File: src/hdl/atids_pkg.sv
// ----------------------------------------------------------------------------
// atids_pkg
// Shared constants, command and status codes, and controller states for the
// array table insert, delete and search unit.
// ----------------------------------------------------------------------------
package atids_pkg;

  localparam int DEPTH   = 32;
  localparam int AW      = $clog2(DEPTH);
  localparam int CW      = $clog2(DEPTH + 1);
  localparam int DW      = 16;
  localparam int CMD_W   = 3;
  localparam int POS_W   = 5;
  localparam int IDX_W   = 5;
  localparam int CNT_W   = 6;
  localparam int STAT_W  = 3;

  typedef enum logic [CMD_W-1:0] {
    CMD_APPEND  = 3'd0,
    CMD_INSERT  = 3'd1,
    CMD_DELMIN  = 3'd2,
    CMD_LSEARCH = 3'd3,
    CMD_BSEARCH = 3'd4,
    CMD_CLEAR   = 3'd5
  } cmd_t;

  typedef enum logic [STAT_W-1:0] {
    ST_OK       = 3'd0,
    ST_FULL     = 3'd1,
    ST_EMPTY    = 3'd2,
    ST_NOTFOUND = 3'd3,
    ST_BADPOS   = 3'd4
  } status_t;

  typedef enum logic [3:0] {
    S_IDLE,
    S_INS,
    S_INS_PUT,
    S_DSCAN,
    S_DPREP,
    S_DSHIFT,
    S_LIN,
    S_BIN_ADDR,
    S_BIN_CMP,
    S_FIN
  } fsm_t;

endpackage

File: src/hdl/array_table_insert_delete_search_unit.sv
// ----------------------------------------------------------------------------
// array_table_insert_delete_search_unit
// Ordered table of signed 16-bit values with append, insert, delete-minimum,
// linear search, binary search and clear commands, held in one synchronous
// memory and processed one transaction at a time.
// ----------------------------------------------------------------------------
// The unit takes one command transaction at a time and returns exactly one
// result transaction for it. The table lives in a single memory with one
// write and one registered read per cycle, so the time a command takes
// follows the number of entries touched: append, clear and rejected
// commands touch none beyond the write, insert shifts entries up from the
// end to the position (none when it lands at the end), delete minimum scans
// and then shifts down, linear search reads until a match or the end and
// binary search halves the range until a match or an empty range. A new
// command is accepted while a finished result still waits on out_stall.
module array_table_insert_delete_search_unit
  import atids_pkg::*;
(
  input  logic                    clk,
  input  logic                    rst_n,
  input  logic                    in_valid,
  output logic                    in_stall,
  input  logic [CMD_W-1:0]        in_cmd,
  input  logic signed [DW-1:0]    in_value,
  input  logic [POS_W-1:0]        in_position,
  output logic                    out_valid,
  input  logic                    out_stall,
  output logic [STAT_W-1:0]       out_status,
  output logic [IDX_W-1:0]        out_index,
  output logic signed [DW-1:0]    out_value_out,
  output logic [CNT_W-1:0]        out_count
);

  logic signed [DW-1:0] mem [DEPTH];
  logic signed [DW-1:0] rdata_r;

  fsm_t                 state_r, state_nxt;
  logic [AW-1:0]        ptr_r, ptr_nxt;
  logic [AW-1:0]        pos_r, pos_nxt;
  logic [AW-1:0]        idx_r, idx_nxt;
  logic [CW-1:0]        cnt_r, cnt_nxt;
  logic [CW-1:0]        lo_r, lo_nxt;
  logic [CW-1:0]        hx_r, hx_nxt;
  logic [AW-1:0]        mid_r, mid_nxt;
  logic signed [DW-1:0] key_r, key_nxt;
  logic signed [DW-1:0] min_r, min_nxt;
  status_t              res_status_r, res_status_nxt;
  logic [AW-1:0]        res_idx_r, res_idx_nxt;
  logic signed [DW-1:0] res_val_r, res_val_nxt;

  logic                 out_valid_r, out_valid_nxt;
  logic [STAT_W-1:0]    out_status_r, out_status_nxt;
  logic [IDX_W-1:0]     out_index_r, out_index_nxt;
  logic signed [DW-1:0] out_value_r, out_value_nxt;
  logic [CNT_W-1:0]     out_count_r, out_count_nxt;

  logic                 wr_en;
  logic [AW-1:0]        wr_addr;
  logic signed [DW-1:0] wr_data;
  logic [AW-1:0]        rd_addr;
  logic                 in_acc;
  logic [CW:0]          mid_sum;

  assign in_stall      = (state_r != S_IDLE);
  assign in_acc        = in_valid && !in_stall;
  assign out_valid     = out_valid_r;
  assign out_status    = out_status_r;
  assign out_index     = out_index_r;
  assign out_value_out = out_value_r;
  assign out_count     = out_count_r;
  assign mid_sum       = {1'b0, lo_r} + {1'b0, hx_r} - (CW+1)'(1);

  always_ff @(posedge clk) begin
    if (wr_en) begin
      mem[wr_addr] <= wr_data;
    end
    rdata_r <= mem[rd_addr];
  end

  always_ff @(posedge clk) begin
    if (!rst_n) begin
      state_r     <= S_IDLE;
      cnt_r       <= '0;
      out_valid_r <= 1'b0;
    end else begin
      state_r     <= state_nxt;
      cnt_r       <= cnt_nxt;
      out_valid_r <= out_valid_nxt;
    end
  end

  always_ff @(posedge clk) begin
    ptr_r        <= ptr_nxt;
    pos_r        <= pos_nxt;
    idx_r        <= idx_nxt;
    lo_r         <= lo_nxt;
    hx_r         <= hx_nxt;
    mid_r        <= mid_nxt;
    key_r        <= key_nxt;
    min_r        <= min_nxt;
    res_status_r <= res_status_nxt;
    res_idx_r    <= res_idx_nxt;
    res_val_r    <= res_val_nxt;
    out_status_r <= out_status_nxt;
    out_index_r  <= out_index_nxt;
    out_value_r  <= out_value_nxt;
    out_count_r  <= out_count_nxt;
  end

  always_comb begin
    state_nxt      = state_r;
    ptr_nxt        = ptr_r;
    pos_nxt        = pos_r;
    idx_nxt        = idx_r;
    cnt_nxt        = cnt_r;
    lo_nxt         = lo_r;
    hx_nxt         = hx_r;
    mid_nxt        = mid_r;
    key_nxt        = key_r;
    min_nxt        = min_r;
    res_status_nxt = res_status_r;
    res_idx_nxt    = res_idx_r;
    res_val_nxt    = res_val_r;
    out_valid_nxt  = out_valid_r && out_stall;
    out_status_nxt = out_status_r;
    out_index_nxt  = out_index_r;
    out_value_nxt  = out_value_r;
    out_count_nxt  = out_count_r;
    wr_en          = 1'b0;
    wr_addr        = ptr_r;
    wr_data        = key_r;
    rd_addr        = ptr_r;

    unique case (state_r)
      S_IDLE: begin
        if (in_acc) begin
          key_nxt        = in_value;
          pos_nxt        = AW'(in_position);
          res_status_nxt = ST_OK;
          res_idx_nxt    = '0;
          res_val_nxt    = '0;
          state_nxt      = S_FIN;
          unique case (in_cmd)
            CMD_APPEND: begin
              if (cnt_r == CW'(DEPTH)) begin
                res_status_nxt = ST_FULL;
              end else begin
                wr_en   = 1'b1;
                wr_addr = AW'(cnt_r);
                wr_data = in_value;
                cnt_nxt = cnt_r + CW'(1);
              end
            end
            CMD_INSERT: begin
              if (cnt_r == CW'(DEPTH)) begin
                res_status_nxt = ST_FULL;
              end else if (CW'(in_position) > cnt_r) begin
                res_status_nxt = ST_BADPOS;
              end else if (CW'(in_position) == cnt_r) begin
                wr_en   = 1'b1;
                wr_addr = AW'(cnt_r);
                wr_data = in_value;
                cnt_nxt = cnt_r + CW'(1);
              end else begin
                ptr_nxt   = AW'(cnt_r - CW'(1));
                rd_addr   = AW'(cnt_r - CW'(1));
                state_nxt = S_INS;
              end
            end
            CMD_DELMIN: begin
              if (cnt_r == '0) begin
                res_status_nxt = ST_EMPTY;
              end else begin
                ptr_nxt   = '0;
                rd_addr   = '0;
                idx_nxt   = '0;
                state_nxt = S_DSCAN;
              end
            end
            CMD_LSEARCH: begin
              if (cnt_r == '0) begin
                res_status_nxt = ST_NOTFOUND;
              end else begin
                ptr_nxt   = '0;
                rd_addr   = '0;
                state_nxt = S_LIN;
              end
            end
            CMD_BSEARCH: begin
              lo_nxt    = '0;
              hx_nxt    = cnt_r;
              state_nxt = S_BIN_ADDR;
            end
            CMD_CLEAR: begin
              cnt_nxt = '0;
            end
            default: begin
            end
          endcase
        end
      end

      S_INS: begin
        wr_en   = 1'b1;
        wr_addr = ptr_r + AW'(1);
        wr_data = rdata_r;
        if (ptr_r == pos_r) begin
          state_nxt = S_INS_PUT;
        end else begin
          ptr_nxt = ptr_r - AW'(1);
          rd_addr = ptr_r - AW'(1);
        end
      end

      S_INS_PUT: begin
        wr_en     = 1'b1;
        wr_addr   = pos_r;
        wr_data   = key_r;
        cnt_nxt   = cnt_r + CW'(1);
        state_nxt = S_FIN;
      end

      S_DSCAN: begin
        if (ptr_r == '0 || rdata_r < min_r) begin
          min_nxt = rdata_r;
          idx_nxt = ptr_r;
        end
        if (CW'(ptr_r) + CW'(1) == cnt_r) begin
          state_nxt = S_DPREP;
        end else begin
          ptr_nxt = ptr_r + AW'(1);
          rd_addr = ptr_r + AW'(1);
        end
      end

      S_DPREP: begin
        res_idx_nxt = idx_r;
        res_val_nxt = min_r;
        if (CW'(idx_r) + CW'(1) < cnt_r) begin
          ptr_nxt   = idx_r + AW'(1);
          rd_addr   = idx_r + AW'(1);
          state_nxt = S_DSHIFT;
        end else begin
          cnt_nxt   = cnt_r - CW'(1);
          state_nxt = S_FIN;
        end
      end

      S_DSHIFT: begin
        wr_en   = 1'b1;
        wr_addr = ptr_r - AW'(1);
        wr_data = rdata_r;
        if (CW'(ptr_r) + CW'(1) < cnt_r) begin
          ptr_nxt = ptr_r + AW'(1);
          rd_addr = ptr_r + AW'(1);
        end else begin
          cnt_nxt   = cnt_r - CW'(1);
          state_nxt = S_FIN;
        end
      end

      S_LIN: begin
        if (rdata_r == key_r) begin
          res_idx_nxt = ptr_r;
          state_nxt   = S_FIN;
        end else if (CW'(ptr_r) + CW'(1) == cnt_r) begin
          res_status_nxt = ST_NOTFOUND;
          state_nxt      = S_FIN;
        end else begin
          ptr_nxt = ptr_r + AW'(1);
          rd_addr = ptr_r + AW'(1);
        end
      end

      S_BIN_ADDR: begin
        if (lo_r < hx_r) begin
          mid_nxt   = AW'(mid_sum >> 1);
          rd_addr   = AW'(mid_sum >> 1);
          state_nxt = S_BIN_CMP;
        end else begin
          res_status_nxt = ST_NOTFOUND;
          state_nxt      = S_FIN;
        end
      end

      S_BIN_CMP: begin
        if (rdata_r == key_r) begin
          res_idx_nxt = mid_r;
          state_nxt   = S_FIN;
        end else begin
          if (rdata_r < key_r) begin
            lo_nxt = CW'(mid_r) + CW'(1);
          end else begin
            hx_nxt = CW'(mid_r);
          end
          state_nxt = S_BIN_ADDR;
        end
      end

      S_FIN: begin
        if (!out_valid_r || !out_stall) begin
          out_valid_nxt  = 1'b1;
          out_status_nxt = res_status_r;
          out_index_nxt  = IDX_W'(res_idx_r);
          out_value_nxt  = res_val_r;
          out_count_nxt  = CNT_W'(cnt_r);
          state_nxt      = S_IDLE;
        end
      end

      default: begin
        state_nxt = S_IDLE;
      end
    endcase
  end

  a_count_in_range: assert property (@(posedge clk) disable iff (!rst_n)
    cnt_r <= CW'(DEPTH))
    else $error("entry count exceeds the table depth");

  a_write_in_table: assert property (@(posedge clk) disable iff (!rst_n)
    wr_en |-> (CW'(wr_addr) <= cnt_r))
    else $error("memory write beyond the filled part of the table");

  a_accept_leaves_idle: assert property (@(posedge clk) disable iff (!rst_n)
    in_acc |=> (state_r != S_IDLE))
    else $error("accepted transaction did not start processing");

  a_mid_below_count: assert property (@(posedge clk) disable iff (!rst_n)
    (state_r == S_BIN_CMP) |-> (CW'(mid_r) < cnt_r))
    else $error("binary search probe outside the filled entries");

endmodule
File: config.mk
export PLATFORM = sky130hd
export DESIGN_NAME = array_table_insert_delete_search_unit
export DESIGN_NICKNAME = d
export VERILOG_FILES = /design/src/hdl/atids_pkg.sv /design/src/hdl/array_table_insert_delete_search_unit.sv
export SDC_FILE = /design/constraint.sdc
export NUM_CORES = 1
export LEC_CHECK = 0
export BUFFER_PORTS_ARGS = -buffer_cell sky130_fd_sc_hd__clkbuf_2
export CAP_MARGIN = 15
export CORE_UTILIZATION = 30
export CTS_CLUSTER_DIAMETER = 150
export DETAILED_ROUTE_END_ITERATION = 10
export SYNTH_ARGS = -nofsm -noshare
export SYNTH_HDL_FRONTEND = slang
export SYNTH_SLANG_ARGS = --single-unit
File: constraint.sdc
create_clock -name clk -period 13.86 [get_ports clk]
set_input_delay 2.772 -clock clk [delete_from_list [all_inputs] [get_ports clk]]
set_output_delay 2.772 -clock clk [all_outputs]
set_load 0.02 [all_outputs]
==> flow_summary.toml <==
[finish]
num-fill-cells = 8962
layout-drive-gt1-share_pct = 12.1
final_nets = 2295
area_growth_pct = 15.8

[grt]
grt_pass1_wl_um = 118000
grt_pass1_vias = 17700
overflow = 0
gr-usage-all-layers_pct = 16.7
antenna_found_initial = 1
grt_max_degree = 76

[cts]
cts-root-buf = "clkbuf_16"
cts_buffer_depth = 3
clock_sinks = 657
cts_setup_buffers = 0
clkTransAtPathRegs_ps = 60
cts_tree = "done"
postCtsHoldBufs = 0
htreeDepth = 3
numCtsBuffers = 70
insertion_delay_ps = 650
cts_resized = 0

[critical_path]
cp_num_buf_inv = 3
endpoint_kind = "register"
r2r_end = "rdata_r[2]"
crit_top_cell = "buf_4"
critPathArrivalTime_ps = 7510
crit_family = "compound AO/OA/AOI/OAI gates"
crit_path_start_kind = "input port"
reg2reg_from = "ptr_r[1]"
crit_fanout = 67
crit_chain = "clkbuf_2, ha_1, a211oi_1, nor3_1, a21oi_1, and2_1, o21a_1, o32a_1, a21o_4, buf_4, buf_4, mux2i_1, a32oi_1, a31oi_1, nor4_1"
ff2ff_path_depth = 17
rrSetupSlack_ps = 7290
path_depth = 15
cp.required_ps = 14360
cpMaxStageDelayCell = "buf_4"
critical_path_class = "input port to register"
crit_path_max_incr_delay_ps = 760

[worst_hold_path]
min-delay-path-class = "register to register"
hp-start = "res_val_r[8]"
min_path_cells = 0
min_to = "out_value_out[8]"

[job]
drv_cap = 0

[drt]
routedWlPerCell_um = 23.1
first_pass_iters = 6
ant_nets = 0
drtIter0Drc = 2411
drt-total-wl_um = 81000
vias = 18600
drc = 0
via_per_inst = 5.29

[timing]
fin_crit_ps = 7000
period_share_pct = 50.5
relSlewSlack_pct = 20.2
fin_skew_ps = 42.2
fin_tns_setup_ps = 0
setup_viol = 0
rsz0062_at_grt = "false"
final_max_slew_viol_count = 0
max_slew.worst_pin.slew_ps = 1200
fmax_ghz = 0.143
finalHoldViolCount = 0

[logic_synthesis]
synth_compound_area_share_pct = 10.7
yosysTopAreaCell = "edfxtp_1"
synthFlopType = "edfxtp_1"
yosysWarnings = 0
synth_edf_count = 630
synth.most_common_cell = "edfxtp_1"
yosysTopAreaCellShare_pct = 66.8
synthTopCellsByCount = "630 x edfxtp_1, 359 x nand2_1, 91 x nor2_1, 90 x inv_1, 81 x nand3_1"
syn_nets = 2219
synthMuxAreaShare_pct = 2.52
yosysSeqAreaShare_pct = 68.8
syn_area_per_cell_sq_um = 13.3
synth_top_family_by_area = "simple AND/OR/NAND/NOR gates"
synthSimpleGateAreaFrac_pct = 11.2
synthTopCellsByArea = "edfxtp_1 67%, nand2_1 4.8%, ha_1 3.0%"
synth.distinct_cells = 84
syn_inst = 2123
ys_async_sr_fraction_pct = 0
synthAdderAreaFrac_pct = 3.03
synth_seq_cells = 657
synthXorXnorAreaFrac_pct = 0.836
syn_area_sq_um = 28300

[floorplan]
start_util_pct = 30.3
fp.coreArea_sq_um = 93300
dieArea_sq_um = 95600
rows = 112
io_pins = 60
dieHeight_um = 309
die_w_um = 309

[placed_design]
port_buffers = 59
dp_hpwl_um = 51800
routabilityCongestion = 0.946

[outcome]
outcome = "completed"
area by class of cell:
type / count / area, sq um / share of cell area (%)
Antenna cell: 1 / 2.50 / 0.00763
Clock buffer: 85 / 1860 / 5.67
Clock inverter: 42 / 604 / 1.84
Inverter: 93 / 349 / 1.06
Multi-Input combinational cell: 1263 / 8070 / 24.6
Sequential cell: 657 / 19500 / 59.4
Tap cell: 1254 / 1570 / 4.79
Timing Repair Buffer: 114 / 868 / 2.65
placed cells by master, fill, tap and decap left out, drive strengths merged, types with 21 or more instances in the layout:
| master | count |
|---|---|
| edfxtp | 630 |
| nand2 | 359 |
| clkbuf | 144 |
| inv | 95 |
| nor2 | 92 |
| nand3 | 81 |
| a21oi | 80 |
| mux2i | 69 |
| ha | 67 |
| a32oi | 65 |
| buf | 55 |
| a31oi | 40 |
| o21ai | 32 |
| dfxtp | 27 |
| and3 | 26 |
| clkinv | 24 |
| nor3 | 22 |
| a22oi | 22 |
| nor4 | 22 |
| o22ai | 21 |
| and2 | 21 |
stage by stage:
stage          util (%)  area [sq um]  setup WS, ps  hold slack (ps)  instances
3_3_place_gp       32.2         30100          6400              404       3372
3_5_place_dp       32.2         30100          6350              406       3372
4_1_cts            34.9         32500          7000              418       3499
6_report           35.1         32800          6860              417       3509
2_1_floorplan         -         28300          7390              400       2123
5_1_grt            35.1         32800          6560              433       3509
how the worst max path moves through the flow:
| stage | startpoint | to | slack [ps] |
|---|---|---|---|
| final | in_position[3] | rdata_r[2] | 6860 |
| after global routing | in_position[3] | rdata_r[1] | 6560 |
| after CTS | in_position[3] | rdata_r[5] | 7000 |
| after detailed placement | in_position[3] | rdata_r[5] | 6350 |
| after global placement | in_position[3] | rdata_r[5] | 6400 |
| after floorplan | in_position[3] | mem[0][0] | 7390 |
cells by family after synthesis:
group	after synthesis
AOI/OAI and AO/OA	409
xor gates and xnor gates	27
adders and majority gates	68
buffers and inverters	203
DFF	657
muxes	71
and+or+nand+nor	688
layer usage:
layer | vias to the layer above | GRT usage, % | part of all wire [%]
met1 | 9358 | 23.1 | 43
met2 | 859 | 26.6 | 46
met5 | - | 0 | 0
met3 | 121 | 3.23 | 8.3
met4 | 0 | 4.87 | 2.6
li1 | 8237 | - | -
registers in the layout (all words and copies together), names as in the netlist, 5 cells and up:
signal	cells
cnt_r	6
hx_r	6
idx_r	5
key_r	16
lo_r	6
mem	512
mid_r	5
min_r	16
out_count	6
out_index	5
out_value_out	16
pos_r	5
ptr_r	5
rdata_r	16
res_idx_r	5
res_val_r	16
Power is not shown: default switching activity piles up to over one toggle a cycle in this logic, so the estimate is an artifact.
